## src/rtl/assert_macros.svh

```systemverilog
// ----------------------------------------------------------------------------
// assert_macros.svh
// Assertion macros used by the timed wait queue datapath.
// ----------------------------------------------------------------------------
`ifndef ASSERT_MACROS_SVH
`define ASSERT_MACROS_SVH

// Invariant that holds at every clock edge outside reset.
`define TWQ_ASSERT(lbl, expr) \
  lbl: assert property (@(posedge clk) disable iff (rst) (expr)) \
    else $error("twq invariant violated");

// Implication checked at every clock edge outside reset.
`define TWQ_ASSERT_IMP(lbl, ante, cons) \
  lbl: assert property (@(posedge clk) disable iff (rst) (ante) |-> (cons)) \
    else $error("twq implication violated");

`endif

```

## src/rtl/twq_pkg.sv

```systemverilog
// ----------------------------------------------------------------------------
// twq_pkg
// Types and constants of the timed wait queue.
// ----------------------------------------------------------------------------
package twq_pkg;

  localparam int DEPTH   = 16;
  localparam int ID_BITS = 8;
  localparam int IDX_W   = $clog2(DEPTH);
  localparam int CNT_W   = $clog2(DEPTH + 1);

  localparam logic [1:0] FUNC_INSERT = 2'd0;
  localparam logic [1:0] FUNC_TICK   = 2'd1;
  localparam logic [1:0] FUNC_GET    = 2'd2;

  localparam logic [2:0] KIND_INSERTED = 3'd0;
  localparam logic [2:0] KIND_FULL     = 3'd1;
  localparam logic [2:0] KIND_RELEASED = 3'd2;
  localparam logic [2:0] KIND_REMOVED  = 3'd3;
  localparam logic [2:0] KIND_NOTHING  = 3'd4;

  typedef struct packed {
    logic [1:0]  func;
    logic [7:0]  process_id;
    logic [15:0] wait_ticks;
  } twq_in_t;

  typedef struct packed {
    logic [2:0] kind;
    logic [7:0] released_id;
    logic       sem_credit;
    logic       last;
    logic [4:0] queue_length;
  } twq_out_t;

  typedef struct packed {
    logic single;
    logic scan_init;
    logic pop;
    logic finish;
  } twq_cmd_t;

  typedef struct packed {
    logic scan_done;
  } twq_stat_t;

endpackage

```

## src/rtl/twq_ctrl.sv

```systemverilog
// ----------------------------------------------------------------------------
// twq_ctrl
// Controller: decodes commands and sequences the tick pass.
// ----------------------------------------------------------------------------
module twq_ctrl
  import twq_pkg::*;
(
  input  logic       clk,
  input  logic       rst,
  input  logic       start,
  input  logic [1:0] func,
  input  twq_stat_t  stat,
  output twq_cmd_t   ctl,
  output logic       busy
);

  typedef enum logic [1:0] {
    ST_IDLE = 2'b01,
    ST_SCAN = 2'b10
  } state_t;

  state_t state;
  state_t state_next;

  always_ff @(posedge clk) begin
    if (rst) begin
      state <= ST_IDLE;
    end else begin
      state <= state_next;
    end
  end

  always_comb begin
    state_next = state;
    ctl        = '0;
    case (state)
      ST_IDLE: begin
        if (start) begin
          if (func == FUNC_TICK) begin
            ctl.scan_init = 1'b1;
            state_next    = ST_SCAN;
          end else begin
            ctl.single = 1'b1;
          end
        end
      end
      ST_SCAN: begin
        if (stat.scan_done) begin
          ctl.finish = 1'b1;
          state_next = ST_IDLE;
        end else begin
          ctl.pop = 1'b1;
        end
      end
      default: begin
        state_next = ST_IDLE;
      end
    endcase
  end

  assign busy = (state == ST_SCAN);

endmodule

```

## src/rtl/twq_dp.sv

```systemverilog
// ----------------------------------------------------------------------------
// twq_dp
// Datapath: entry shift line, counters, pending release and result register.
// ----------------------------------------------------------------------------
`include "assert_macros.svh"

module twq_dp
  import twq_pkg::*;
(
  input  logic      clk,
  input  logic      rst,
  input  twq_in_t   cmd,
  input  twq_cmd_t  ctl,
  input  logic      cfg_we,
  input  logic      cfg_bit,
  output twq_stat_t stat,
  output twq_out_t  result,
  output logic      result_valid
);

  logic [ID_BITS-1:0] ids   [DEPTH];
  logic [15:0]        waits [DEPTH];
  logic [CNT_W-1:0]   cnt;
  logic [CNT_W-1:0]   remain;
  logic               pend_valid;
  logic [ID_BITS-1:0] pend_id;
  logic [CNT_W-1:0]   pend_len;
  logic               sem_linked;
  twq_out_t           res;
  logic               res_valid;

  logic               head_rel;
  logic [IDX_W-1:0]   tail_idx;

  assign head_rel       = (waits[0] <= 16'd1);
  assign tail_idx       = IDX_W'(cnt - 1'b1);
  assign stat.scan_done = (remain == '0);

  // control state
  always_ff @(posedge clk) begin
    if (rst) begin
      cnt        <= '0;
      remain     <= '0;
      pend_valid <= 1'b0;
      sem_linked <= 1'b0;
      res_valid  <= 1'b0;
    end else begin
      res_valid <= 1'b0;
      if (cfg_we) begin
        sem_linked <= cfg_bit;
      end
      if (ctl.single) begin
        res_valid <= 1'b1;
        if (cmd.func == FUNC_INSERT && cnt != CNT_W'(DEPTH)) begin
          cnt <= cnt + 1'b1;
        end else if (cmd.func == FUNC_GET && cnt != '0) begin
          cnt <= cnt - 1'b1;
        end
      end
      if (ctl.scan_init) begin
        remain     <= cnt;
        pend_valid <= 1'b0;
      end
      if (ctl.pop) begin
        remain <= remain - 1'b1;
        if (head_rel) begin
          cnt        <= cnt - 1'b1;
          pend_valid <= 1'b1;
          res_valid  <= pend_valid;
        end
      end
      if (ctl.finish) begin
        pend_valid <= 1'b0;
        res_valid  <= 1'b1;
      end
    end
  end

  // payload
  always_ff @(posedge clk) begin
    if (ctl.single) begin
      res <= '{kind: KIND_NOTHING, released_id: 8'd0, sem_credit: 1'b0,
               last: 1'b1, queue_length: 5'(cnt)};
      case (cmd.func)
        FUNC_INSERT: begin
          if (cnt == CNT_W'(DEPTH)) begin
            res.kind <= KIND_FULL;
          end else begin
            ids[IDX_W'(cnt)]   <= ID_BITS'(cmd.process_id);
            waits[IDX_W'(cnt)] <= cmd.wait_ticks;
            res.kind           <= KIND_INSERTED;
            res.queue_length   <= 5'(cnt + 1'b1);
          end
        end
        FUNC_GET: begin
          if (cnt != '0) begin
            for (int k = 0; k < DEPTH - 1; k++) begin
              ids[k]   <= ids[k+1];
              waits[k] <= waits[k+1];
            end
            res.kind         <= KIND_REMOVED;
            res.released_id  <= 8'(ids[0]);
            res.queue_length <= 5'(cnt - 1'b1);
          end
        end
        default: begin
        end
      endcase
    end
    if (ctl.pop) begin
      for (int k = 0; k < DEPTH - 1; k++) begin
        ids[k]   <= ids[k+1];
        waits[k] <= waits[k+1];
      end
      if (head_rel) begin
        res      <= '{kind: KIND_RELEASED, released_id: 8'(pend_id),
                      sem_credit: sem_linked, last: 1'b0,
                      queue_length: 5'(pend_len)};
        pend_id  <= ids[0];
        pend_len <= cnt - 1'b1;
      end else begin
        ids[tail_idx]   <= ids[0];
        waits[tail_idx] <= waits[0] - 16'd1;
      end
    end
    if (ctl.finish) begin
      if (pend_valid) begin
        res <= '{kind: KIND_RELEASED, released_id: 8'(pend_id),
                 sem_credit: sem_linked, last: 1'b1,
                 queue_length: 5'(pend_len)};
      end else begin
        res <= '{kind: KIND_NOTHING, released_id: 8'd0, sem_credit: 1'b0,
                 last: 1'b1, queue_length: 5'(cnt)};
      end
    end
  end

  assign result       = res;
  assign result_valid = res_valid;

  `TWQ_ASSERT(a_cnt_bound, cnt <= CNT_W'(DEPTH))
  `TWQ_ASSERT(a_remain_le_cnt, remain <= cnt)
  `TWQ_ASSERT_IMP(a_mid_release_pending,
    res_valid && res.kind == KIND_RELEASED && !res.last, pend_valid)
  `TWQ_ASSERT_IMP(a_other_kinds_last,
    res_valid && res.kind != KIND_RELEASED, res.last)

endmodule

```

## src/rtl/timed_wait_queue_core.sv

```systemverilog
// ----------------------------------------------------------------------------
// timed_wait_queue_core
// Timeout wait queue: insert, tick release in arrival order, get oldest.
//
//   channel   signals                       transfer when
//   command   start, busy, cmd              start && !busy
//   result    result_valid, result          result_valid (one cycle)
//   config    cfg_valid, cfg_ready, cfg_data cfg_valid && cfg_ready
//
// Insert, get and unused codes: result in the cycle after start; busy stays low.
// Tick with N entries held: busy high, one pop of the head per cycle, then
// a finish step; releases appear in order, the last one after the final pop.
// Synchronous reset empties the queue and clears sem_linked.
// Results cannot be stalled; config is taken whenever busy is low.
// ----------------------------------------------------------------------------
module timed_wait_queue_core
  import twq_pkg::*;
(
  input  logic     clk,
  input  logic     rst,
  input  logic     start,
  output logic     busy,
  input  twq_in_t  cmd,
  output logic     result_valid,
  output twq_out_t result,
  input  logic     cfg_valid,
  output logic     cfg_ready,
  input  logic     cfg_data
);

  twq_cmd_t  ctl;
  twq_stat_t stat;

  assign cfg_ready = !busy;

  twq_ctrl u_ctrl (
    .clk  (clk),
    .rst  (rst),
    .start(start),
    .func (cmd.func),
    .stat (stat),
    .ctl  (ctl),
    .busy (busy)
  );

  twq_dp u_dp (
    .clk         (clk),
    .rst         (rst),
    .cmd         (cmd),
    .ctl         (ctl),
    .cfg_we      (cfg_valid && cfg_ready),
    .cfg_bit     (cfg_data),
    .stat        (stat),
    .result      (result),
    .result_valid(result_valid)
  );

endmodule
```

## config.mk

```make
export PLATFORM = sky130hd
export DESIGN_NAME = timed_wait_queue_core
export DESIGN_NICKNAME = d
export VERILOG_FILES = /design/src/rtl/twq_pkg.sv /design/src/rtl/twq_ctrl.sv /design/src/rtl/twq_dp.sv /design/src/rtl/timed_wait_queue_core.sv
export VERILOG_INCLUDE_DIRS = /design/src /design/src/rtl
export SDC_FILE = /design/constraint.sdc
export NUM_CORES = 1
export LEC_CHECK = 0
export BUFFER_PORTS_ARGS = -buffer_cell sky130_fd_sc_hd__buf_2
export CAP_MARGIN = 20
export CORE_MARGIN = 10
export CORE_UTILIZATION = 65
export DETAILED_ROUTE_END_ITERATION = 16
export PLACE_DENSITY = 0.92
export SYNTH_ARGS = -nofsm -noshare
export SYNTH_HDL_FRONTEND = slang
export SYNTH_SLANG_ARGS = --single-unit
```

## constraint.sdc

```tcl
create_clock -name clk -period 11 [get_ports clk]
set_clock_uncertainty 0.1 [all_clocks]
set_input_delay 0.55 -clock clk [delete_from_list [all_inputs] [get_ports clk]]
set_output_delay 0.55 -clock clk [all_outputs]
set_load 0.01 [all_outputs]
```

==> flow_summary.json, run 1 <==
{
  "reg2reg_to": "u_dp.ids[2][4]$_DFFE_PP_",
  "yosys.area.top_type": "edfxtp_1",
  "fp.dieW_um": 194,
  "synth_warnings": 0,
  "endpoint_kind": "flop",
  "first_iter_violations": 1536,
  "hold_depth": 3,
  "finalSetupViolCount": 0,
  "finalSetupTns_ns": 0,
  "synth_edf_count": 397,
  "cts_made_buffers": 43,
  "cts.path.max_buffers": 3,
  "path_class": "flop to flop",
  "wl_per_cell_um": 27.0,
  "netlist_area_um2": 19700,
  "r2r_cells": 9,
  "synth_top_area_share_pct": 60.4,
  "via_count": 11300,
  "antennaDiodeCount": 0,
  "htree_num_levels": 2,
  "avgViaCountPerCell": 6.64,
  "powerDensity_nw_per_um2": 181,
  "grt_setup_unrepaired": "no",
  "muxShareOfSynthArea_pct": 20.6,
  "synth_top_family_by_area": "multiplexers",
  "synth_nets": 1287,
  "coreArea_um2": 29800,
  "synthXorXnorAreaFrac_pct": 1.07,
  "gp_congestion": 0.928,
  "die_area_um2": 37700,
  "io_buffers": 51,
  "seq_area_frac_synth_pct": 63.7,
  "ys_types": 71,
  "synth_cells": 1246,
  "postCtsHoldBufs": 0,
  "cts_root_buffer": "clkbuf_16",
  "initial_utilization_pct": 66.3,
  "grt_pass1_wl_um": 68000,
  "ff_latch_area_um2": 12600,
  "worstReg2RegStart": "u_dp.cnt[1]$_SDFF_PP0_",
  "path_cells": "inv_1, ha_1, nor4b_2, nor3_2, buf_6, a21o_1, nor2_1, a21o_1, nand2_1",
  "row_count": 63,
  "worstPathRequired_ns": 10.94,
  "cts_tree": "built",
  "clk_latency_ns": 0.54,
  "grt_overflow": 0,
  "yosys_register_bits": 430,
  "ant_nets": 0,
  "firstDrtPassIters": 6,
  "p_leak_nw": 7.23,
  "rrSetupSlack_ns": 6.01,
  "synth_fa_ha_area_share_pct": 0.634,
  "synth_common_cells": "397 x edfxtp_1, 355 x mux2_2, 56 x nand2_1",
  "synth.area.top_cells": "edfxtp_1 60%, mux2_2 20%, dfxtp_1 3.3%, buf_6 2.2%, nand2_1 1.1%",
  "synth_compound_area_share_pct": 5.18,
  "fin_nets": 1319,
  "synthMostInstantiatedCell": "edfxtp_1",
  "grt_max_degree": 39,
  "drive_above_1_share_pct": 42.4,
  "crit_path_top_delay_cell": "nand2_1",
  "pin_count": 52,
  "cap_violations": 0,
  "drt-total-wl_um": 45900,
  "crit_path_start_kind": "flop",
  "ir_drop_uv": 137,
  "hold_viol": 0,
  "cts_resized": 0,
  "drc": 0,
  "cp_top_family": "simple AND/OR/NAND/NOR gates",
  "crit_path_max_incr_delay_ns": 0.88,
  "synthToLayoutAreaGrowth_pct": 8.98,
  "worstMarginPinSlew_ns": 1.15,
  "cp_max_fo": 25,
  "async_flop_share_pct": 0,
  "min_period_ns": 4.99,
  "multi_input_area_um2": 6400,
  "cp_data_arrival_time_ns": 4.93,
  "synthFlopType": "edfxtp_1",
  "post_cts_buffers": 0,
  "cpMostUsedCell": "a21o_1",
  "dp_hpwl_um": 28100,
  "finalPower_mw": 3.89,
  "worst_slew_margin_rel_pct": 23.5,
  "run_status": "completed",
  "n_fill_cell": 1658,
  "path_buf_inv": 2,
  "synth-simple-area-share_pct": 4.61,
  "path_clk_slew_ns": 0.06,
  "fin_hold_ws_ns": 0.165,
  "cts_sinks": 430,
  "fmax_mhz": 200,
  "syn_avg_cell_area_um2": 15.8,
  "hp-class": "input pin to flop",
  "min_to": "u_dp.sem_linked$_SDFFE_PP0P_",
  "min_period_over_period_pct": 45.4,
  "die_h_um": 194,
  "grt_use_total_pct": 23.0,
  "drv_slew": 0,
  "grt_pass1_vias": 11100,
  "min_from": "cfg_data",
  "antenna_found_initial": 0
}
==> tightest hold or removal path, cell delays in order <==
cell and delay, ns:
buf_2 0.09, nand3_1 0.05, a21oi_1 0.05
==> final cells by class <==
class | count | area share (%)
flip-flops and latches | 430 | 58.5
multi-input cells | 712 | 29.8
clock buffers | 64 | 5.90
repair buffers | 75 | 2.69
well taps | 390 | 2.27
clock inverters | 11 | 0.611
inverters | 16 | 0.279
==> how the worst max path moves through the flow <==
stage / start / endpoint / slack, ns / depth (start not counted)
final: u_dp.cnt[1]$_SDFF_PP0_ / u_dp.ids[2][4]$_DFFE_PP_ / 6.01 / 9
after global routing: u_dp.cnt[1]$_SDFF_PP0_ / u_dp.waits[2][11]$_DFFE_PP_ / 5.74 / 9
after CTS: u_dp.cnt[1]$_SDFF_PP0_ / u_dp.ids[2][4]$_DFFE_PP_ / 6.20 / 9
after detailed placement: u_dp.cnt[1]$_SDFF_PP0_ / u_dp.ids[2][4]$_DFFE_PP_ / 6.24 / 9
after global placement: u_dp.cnt[0]$_SDFF_PP0_ / u_dp.waits[14][2]$_DFFE_PP_ / 6.36 / 7
after floorplan: u_dp.cnt[0]$_SDFF_PP0_ / u_dp.ids[4][0]$_DFFE_PP_ / 6.36 / 9
==> placed cells by master, fill, tap and decap left out, types with 4 or more instances in the layout <==
cell type	Yosys	routed
mux2_2	355	355
xnor2_1	13	13
xor2_1	8	8
a21oi_1	20	20
a211oi_1	5	5
nor2_1	49	48
o21ai_2	14	21
clkbuf_1	15	11
nor3_1	11	11
nand3_1	18	18
a31oi_1	8	6
a22oi_1	12	12
a21o_1	9	9
inv_1	13	13
o21ai_0	32	24
mux2_1	5	5
clkbuf_16	0	46
nand2_1	56	56
buf_4	11	5
dfxtp_1	33	33
edfxtp_1	397	397
nand2b_1	4	4
clkinv_1	1	5
o22ai_1	4	4
o31ai_1	4	4
a221oi_1	4	4
o21bai_2	1	8
buf_8	8	15
ha_1	10	10
nand2_2	8	8
clkbuf_8	0	4
buf_2	14	51
==> where the power goes <==
part           leakage [nW]  switching (mW)  total (mW)  internal (mW)
logic                  2.68           0.286       0.479          0.193
clock network         0.689           0.605        1.47          0.868
registers              3.86          0.0440        1.94           1.90
total                  7.23           0.935        3.89           2.96
==> metrics by stage <==
step	instances	utilization (%)	cell area, um2	setup slack (ns)
final	1698	72.2	21500	6.01
after global routing	1698	72.2	21500	5.74
after CTS	1686	71.6	21300	6.20
after detailed placement	1611	66.9	19900	6.24
after global placement	1604	66.5	19800	6.36
after floorplan	1246	-	19700	6.36
==> flip-flops by register name (all words and copies together), names as in the netlist, 2 cells and up <==
register       flops
u_ctrl.state       2
u_dp.cnt           5
u_dp.ids         128
u_dp.pend_id       8
u_dp.pend_len      5
u_dp.remain        5
u_dp.result       18
u_dp.waits       256
==> cell families after synthesis <==
logic type / after synthesis
compound gates: 140
buf+inv: 104
fa+ha+maj: 10
xor+xnor: 22
flops: 430
simple gates: 179
mux: 361
==> metal layers <==
metal | share of wire (%) | GRT usage [%] | up-vias
li1 | - | - | 4822
met2 | 53 | 40.8 | 643
met4 | 4.7 | 9.80 | 0
met5 | 0 | 0 | -
met1 | 36 | 27.4 | 5658
met3 | 7.0 | 3.04 | 154
Power figures use the tool's default switching activity.
==> run 2, diff against run 1 <==
--- a/config.mk
+++ b/config.mk
@@ -6,12 +6,13 @@
 export SDC_FILE = /design/constraint.sdc
 export NUM_CORES = 1
 export LEC_CHECK = 0
+export ABC_AREA = 1
 export BUFFER_PORTS_ARGS = -buffer_cell sky130_fd_sc_hd__buf_2
 export CAP_MARGIN = 20
 export CORE_MARGIN = 10
-export CORE_UTILIZATION = 65
+export CORE_UTILIZATION = 63
 export DETAILED_ROUTE_END_ITERATION = 16
-export PLACE_DENSITY = 0.92
+export PLACE_DENSITY = 0.89
 export SYNTH_ARGS = -nofsm -noshare
 export SYNTH_HDL_FRONTEND = slang
 export SYNTH_SLANG_ARGS = --single-unit
==> constraint.sdc (replaced) <==
create_clock -name clk -period 4.6 [get_ports clk]
set_clock_uncertainty 0.1 [all_clocks]
set_input_delay 0.23 -clock clk [delete_from_list [all_inputs] [get_ports clk]]
set_output_delay 0.23 -clock clk [all_outputs]
set_load 0.01 [all_outputs]
==> flow_summary.json, run 2 <==
{
  "p_leak_nw": 9.23,
  "grt_pass1_wl_um": 81500,
  "fin_ws_ns": 0.615,
  "min_period_ns": 3.98,
  "io_buffers": 51,
  "yosys_register_bits": 430,
  "endpoint_kind": "flop",
  "synthMostInstantiatedCell": "nand2_1",
  "path_clk_slew_ns": 0.07,
  "htree_num_levels": 2,
  "wl_per_cell_um": 20.8,
  "synth_nets": 2159,
  "netlist_area_um2": 20100,
  "finalSetupTns_ns": 0,
  "async_flop_share_pct": 0,
  "worst_slew_margin_rel_pct": 20.7,
  "drive_above_1_share_pct": 10.3,
  "cts_root_buffer": "clkbuf_16",
  "hold_viol": 0,
  "ir_drop_uv": 244,
  "layout_commonest_cell": "nand2_1",
  "avgViaCountPerCell": 5.97,
  "fin_nets": 2168,
  "grt_pass1_vias": 14400,
  "cts_sinks": 430,
  "path_class": "flop to flop",
  "synth_top_area_share_pct": 59.4,
  "gp_congestion": 1.00,
  "powerDensity_nw_per_um2": 393,
  "synth_common_cells": "1186 x nand2_1, 397 x edfxtp_1, 115 x nand3_1",
  "antennaDiodeCount": 0,
  "syn_avg_cell_area_um2": 9.48,
  "drt-total-wl_um": 53300,
  "min_period_over_period_pct": 86.6,
  "run_status": "completed",
  "die_area_um2": 39400,
  "cp_max_fo": 79,
  "antenna_found_initial": 0,
  "post_cts_buffers": 0,
  "ant_nets": 0,
  "firstDrtPassIters": 9,
  "cap_violations": 0,
  "drv_slew": 0,
  "dp_hpwl_um": 33300,
  "synth_warnings": 0,
  "initial_utilization_pct": 63.8,
  "via_count": 15300,
  "cts_tree": "built",
  "clk_latency_ns": 0.55,
  "cts_made_buffers": 42,
  "hp-class": "input pin to flop",
  "synth_cells": 2118,
  "cts.path.max_buffers": 3,
  "cp_data_arrival_time_ns": 4.05,
  "fp.dieW_um": 199,
  "grt_setup_unrepaired": "no",
  "grt_max_degree": 80,
  "coreArea_um2": 31500,
  "first_iter_violations": 2383,
  "pre_cts_ws_ns": 0.718,
  "drc": 0,
  "top_register": "u_dp.waits",
  "fin_hold_ws_ns": 0.0827,
  "synthToLayoutAreaGrowth_pct": 8.41,
  "pin_count": 52,
  "fmax_mhz": 251,
  "synth_edf_count": 397,
  "seq_area_frac_synth_pct": 62.7,
  "row_count": 65,
  "synth.area.top_cells": "edfxtp_1 59%, nand2_1 22%, dfxtp_1 3.3%, nand3_1 2.9%, buf_4 1.6%",
  "synthFlopType": "edfxtp_1",
  "grt_overflow": 0,
  "worstPathRequired_ns": 4.66,
  "worstMarginPinSlew_ns": 1.19,
  "finalSetupViolCount": 0,
  "yosys.area.top_type": "edfxtp_1",
  "die_h_um": 199,
  "crit_path_start_kind": "flop",
  "largest_reg_flops": 256,
  "final_cell_mix": "1186 x nand2_1, 397 x edfxtp_1, 115 x nand3_1",
  "ys_types": 39,
  "grt_use_total_pct": 26.9
}
[run 2: cells by family (layout without fill, tap and decap cells)]
group | count (synthesis) | count (layout) | share of synthesized area, %
AO/OA/AOI/OAI | 84 | 84 | 2.61
XOR/XNOR | 18 | 18 | 0.823
adder cells (fa/ha/maj) | 10 | 10 | 0.623
buffers and inverters | 171 | 214 | 4.72
flip-flops | 430 | 430 | 62.7
AND/OR/NAND/NOR | 1405 | 1405 | 28.5
[run 2: through the flow]
step           power, mW  instance area (um2)  utilization (%)  std cells
5_1_grt             8.77                21800             69.1       2563
6_report            8.56                21800             69.1       2563
4_1_cts             8.52                21700             68.9       2559
3_5_place_dp        5.15                20300             64.4       2476
2_1_floorplan       4.95                20100                -       2118
3_3_place_gp        5.11                20300             64.4       2475
[run 2: report_power, final]
group | leakage [nW] | switching, mW | internal, mW
logic | 4.71 | 0.488 | 0.180
clock network | 0.663 | 1.48 | 1.97
registers | 3.85 | 0.0454 | 4.40
total | 9.23 | 2.02 | 6.54
[run 2: what timing repair did]
action                    CTS  global route
hold buffers                5             0
hold endpoints to repair   11             0
resized for setup           0             0
[run 2: final cells by class]
class | count | area (um2)
multi-input cells | 1517 | 6590
inverters | 62 | 245
well taps | 402 | 503
clock inverters | 32 | 303
flip-flops and latches | 430 | 12600
repair buffers | 74 | 474
clock buffers | 46 | 1070
fillers | 1997 | 9710
[run 2: path summary, 6_finish.rpt]
check	startpoint	end	slack, ns	depth (start not counted)
max	u_dp.cnt[0]$_SDFF_PP0_	u_dp.ids[11][7]$_DFFE_PP_	0.62	9
min	cmd[24]	u_dp.result[15]$_SDFF_PP0_	0.08	4
max reg2reg	u_dp.cnt[0]$_SDFF_PP0_	u_dp.ids[11][7]$_DFFE_PP_	0.62	9
min reg2reg	u_dp.pend_id[0]$_DFFE_PP_	u_dp.result[7]$_DFF_P_	0.36	2
[run 2: per-layer routing]
metal	vias up	routed length (um)	global-route usage [%]
met5	-	0	0
met4	0	3120	14.1
met3	224	7340	6.59
met2	1181	23700	41.7
met1	6978	19100	34.5
li1	6911	-	-
[run 2: worst max-delay path: stages (launching register included)]
cell and delay [ns]:
dfxtp_1 0.53, inv_2 0.20, ha_1 0.36, nand3_2 0.13, nand2_2 0.11, nor2_4 0.26
inv_4 0.20, nand2_8 0.42, nand2_2 0.39, nand2_1 0.85
==> run 3, diff against run 2 <==
--- a/config.mk
+++ b/config.mk
@@ -10,9 +10,10 @@
 export BUFFER_PORTS_ARGS = -buffer_cell sky130_fd_sc_hd__buf_2
 export CAP_MARGIN = 20
 export CORE_MARGIN = 10
-export CORE_UTILIZATION = 63
+export CORE_UTILIZATION = 34
+export CTS_CLUSTER_SIZE = 40
 export DETAILED_ROUTE_END_ITERATION = 16
-export PLACE_DENSITY = 0.89
+export PLACE_DENSITY = 0.58
 export SYNTH_ARGS = -nofsm -noshare
 export SYNTH_HDL_FRONTEND = slang
 export SYNTH_SLANG_ARGS = --single-unit
==> flow_summary.json, run 3 (same netlist as run 2, synthesis figures left out) <==
{
  "power_frac_seq_pct": 50.7,
  "cpMostUsedCell": "nand2_1",
  "wl_per_cell_um": 17.6,
  "p_leak_nw": 9.33,
  "synthToLayoutAreaGrowth_pct": 11.7,
  "cp_top_family": "simple AND/OR/NAND/NOR gates",
  "antennaDiodeCount": 0,
  "path_buf_inv": 3,
  "use_met1_pct": 20.4,
  "row_count": 89,
  "initial_utilization_pct": 34.2,
  "final_cell_mix": "1186 x nand2_1, 397 x edfxtp_1, 115 x nand3_1",
  "path_cells": "inv_1, ha_1, inv_1, nand2_1, nand2_1, nor2_4, nand2_4, nand2_8, inv_4, nand3_4, nand2_2, nand2_1",
  "endpoint_kind": "flop",
  "path_class": "flop to flop",
  "hp-class": "input pin to flop",
  "drive_above_1_share_pct": 10.6,
  "post_cts_buffers": 0,
  "top_register": "u_dp.waits",
  "largest_reg_flops": 256,
  "top_usage_layer": "met2",
  "crit_path_top_delay_cell": "nand2_1",
  "hold_viol": 0,
  "p_sw_share_pct": 23.4,
  "cts_root_buffer": "clkbuf_16",
  "drv_slew": 0,
  "grt_setup_unrepaired": "no",
  "grtUsageMet3_pct": 2.65,
  "io_buffers": 51,
  "grt_overflow": 0,
  "worstPathRequired_ns": 4.60,
  "cts_made_buffers": 48,
  "min_period_over_period_pct": 83.8,
  "drc": 0,
  "die_area_um2": 69200,
  "cp_max_fo": 42,
  "min_period_ns": 3.85,
  "layout_commonest_cell": "nand2_1",
  "worstMarginPinSlew_ns": 1.02,
  "avgViaCountPerCell": 4.75,
  "worst_slew_margin_rel_pct": 31.7,
  "fin_nets": 2183,
  "cp_data_arrival_time_ns": 3.85,
  "crit_path_start_kind": "flop",
  "cts_sinks": 430,
  "crit_path_max_incr_delay_ns": 0.70,
  "cts_resized": 0,
  "dp_hpwl_um": 34500,
  "ant_nets": 0,
  "first_iter_violations": 1273,
  "finalSetupViolCount": 0,
  "firstDrtPassIters": 8,
  "via_count": 14000,
  "grt_max_degree": 43,
  "grt_pass1_vias": 13100,
  "n_fill_cell": 5729,
  "grt_use_total_pct": 14.7,
  "clk_latency_ns": 0.60,
  "drt-total-wl_um": 52100,
  "cap_violations": 0,
  "ir_drop_uv": 291,
  "path_clk_slew_ns": 0.06,
  "run_status": "completed",
  "finalSetupTns_ns": 0,
  "antenna_found_initial": 0,
  "fp.dieW_um": 263,
  "powerDensity_nw_per_um2": 390,
  "cts_tree": "built",
  "coreArea_um2": 58700,
  "fin_area_um2": 22400,
  "placed_area_um2": 20800,
  "die_h_um": 263,
  "htree_num_levels": 2,
  "cts.path.max_buffers": 3,
  "post-route-util_pct": 38.2,
  "grt_pass1_wl_um": 80500,
  "clockPowerShare_pct": 41.9,
  "internal_power_mw": 6.70,
  "p_comb_share_pct": 7.4,
  "fmax_mhz": 259,
  "pin_count": 52,
  "switching_power_mw": 2.05,
  "gp_congestion": 0.964,
  "grtUsageMet2_pct": 22.4
}
-- run 3: routing by layer --
| metal | up-vias | part of all wire (%) | wire length, um |
|---|---|---|---|
| li1 | 6935 | - | - |
| met1 | 6509 | 45 | 23600 |
| met2 | 480 | 44 | 22700 |
| met3 | 111 | 7.4 | 3860 |
| met4 | 0 | 3.6 | 1900 |
| met5 | - | 0 | 0 |
-- run 3: worst paths after layout --
path	to	slack (ns)	from	cells after the start
worst max-delay path	u_dp.ids[10][5]$_DFFE_PP_	0.75	u_dp.waits[0][0]$_DFFE_PP_	12
worst min-delay path	u_dp.result[17]$_DFF_P_	0.15	start	5
worst max register to register	u_dp.ids[10][5]$_DFFE_PP_	0.75	u_dp.waits[0][0]$_DFFE_PP_	12
worst min register to register	u_dp.result[11]$_DFF_P_	0.35	u_dp.pend_id[4]$_DFFE_PP_	2
-- run 3: power by group through the flow --
stage          Clock, mW  Combinational (mW)  Sequential, mW
2_1_floorplan          0               0.431            4.51
3_3_place_gp           0               0.629            4.52
3_5_place_dp           0               0.638            4.52
4_1_cts             3.74               0.646            4.44
5_1_grt             3.90               0.729            4.44
6_report            3.67               0.644            4.44
-- run 3: metrics by stage --
step	total power, mW	hold slack [ns]	worst slack [ns]	instances
after floorplan	4.95	0.294	1.24	2118
after global placement	5.15	0.323	0.915	2857
after detailed placement	5.16	0.337	0.810	2857
after CTS	8.82	0.135	0.761	2950
after global routing	9.07	0.169	0.385	2952
final	8.75	0.154	0.745	2952
-- run 3: what timing repair did --
item                       CTS  global route
setup endpoints to repair    0             0
hold buffers                 6             0
hold endpoints to repair    12             0
-- run 3: worst min-delay path: stages --
cell and delay, ns:
buf_2 0.10, nand3_1 0.18, inv_1 0.09, nand3_1 0.11
a21oi_1 0.07
-- run 3: area by class of cell --
| class | instances | area (um2) | area share [%] |
|---|---|---|---|
| Tap cell | 773 | 967 | 4.32 |
| Inverter | 62 | 245 | 1.09 |
| Timing Repair Buffer | 83 | 526 | 2.34 |
| Clock inverter | 22 | 189 | 0.843 |
| Clock buffer | 65 | 1290 | 5.74 |
| Multi-Input combinational cell | 1517 | 6620 | 29.5 |
| Sequential cell | 430 | 12600 | 56.1 |
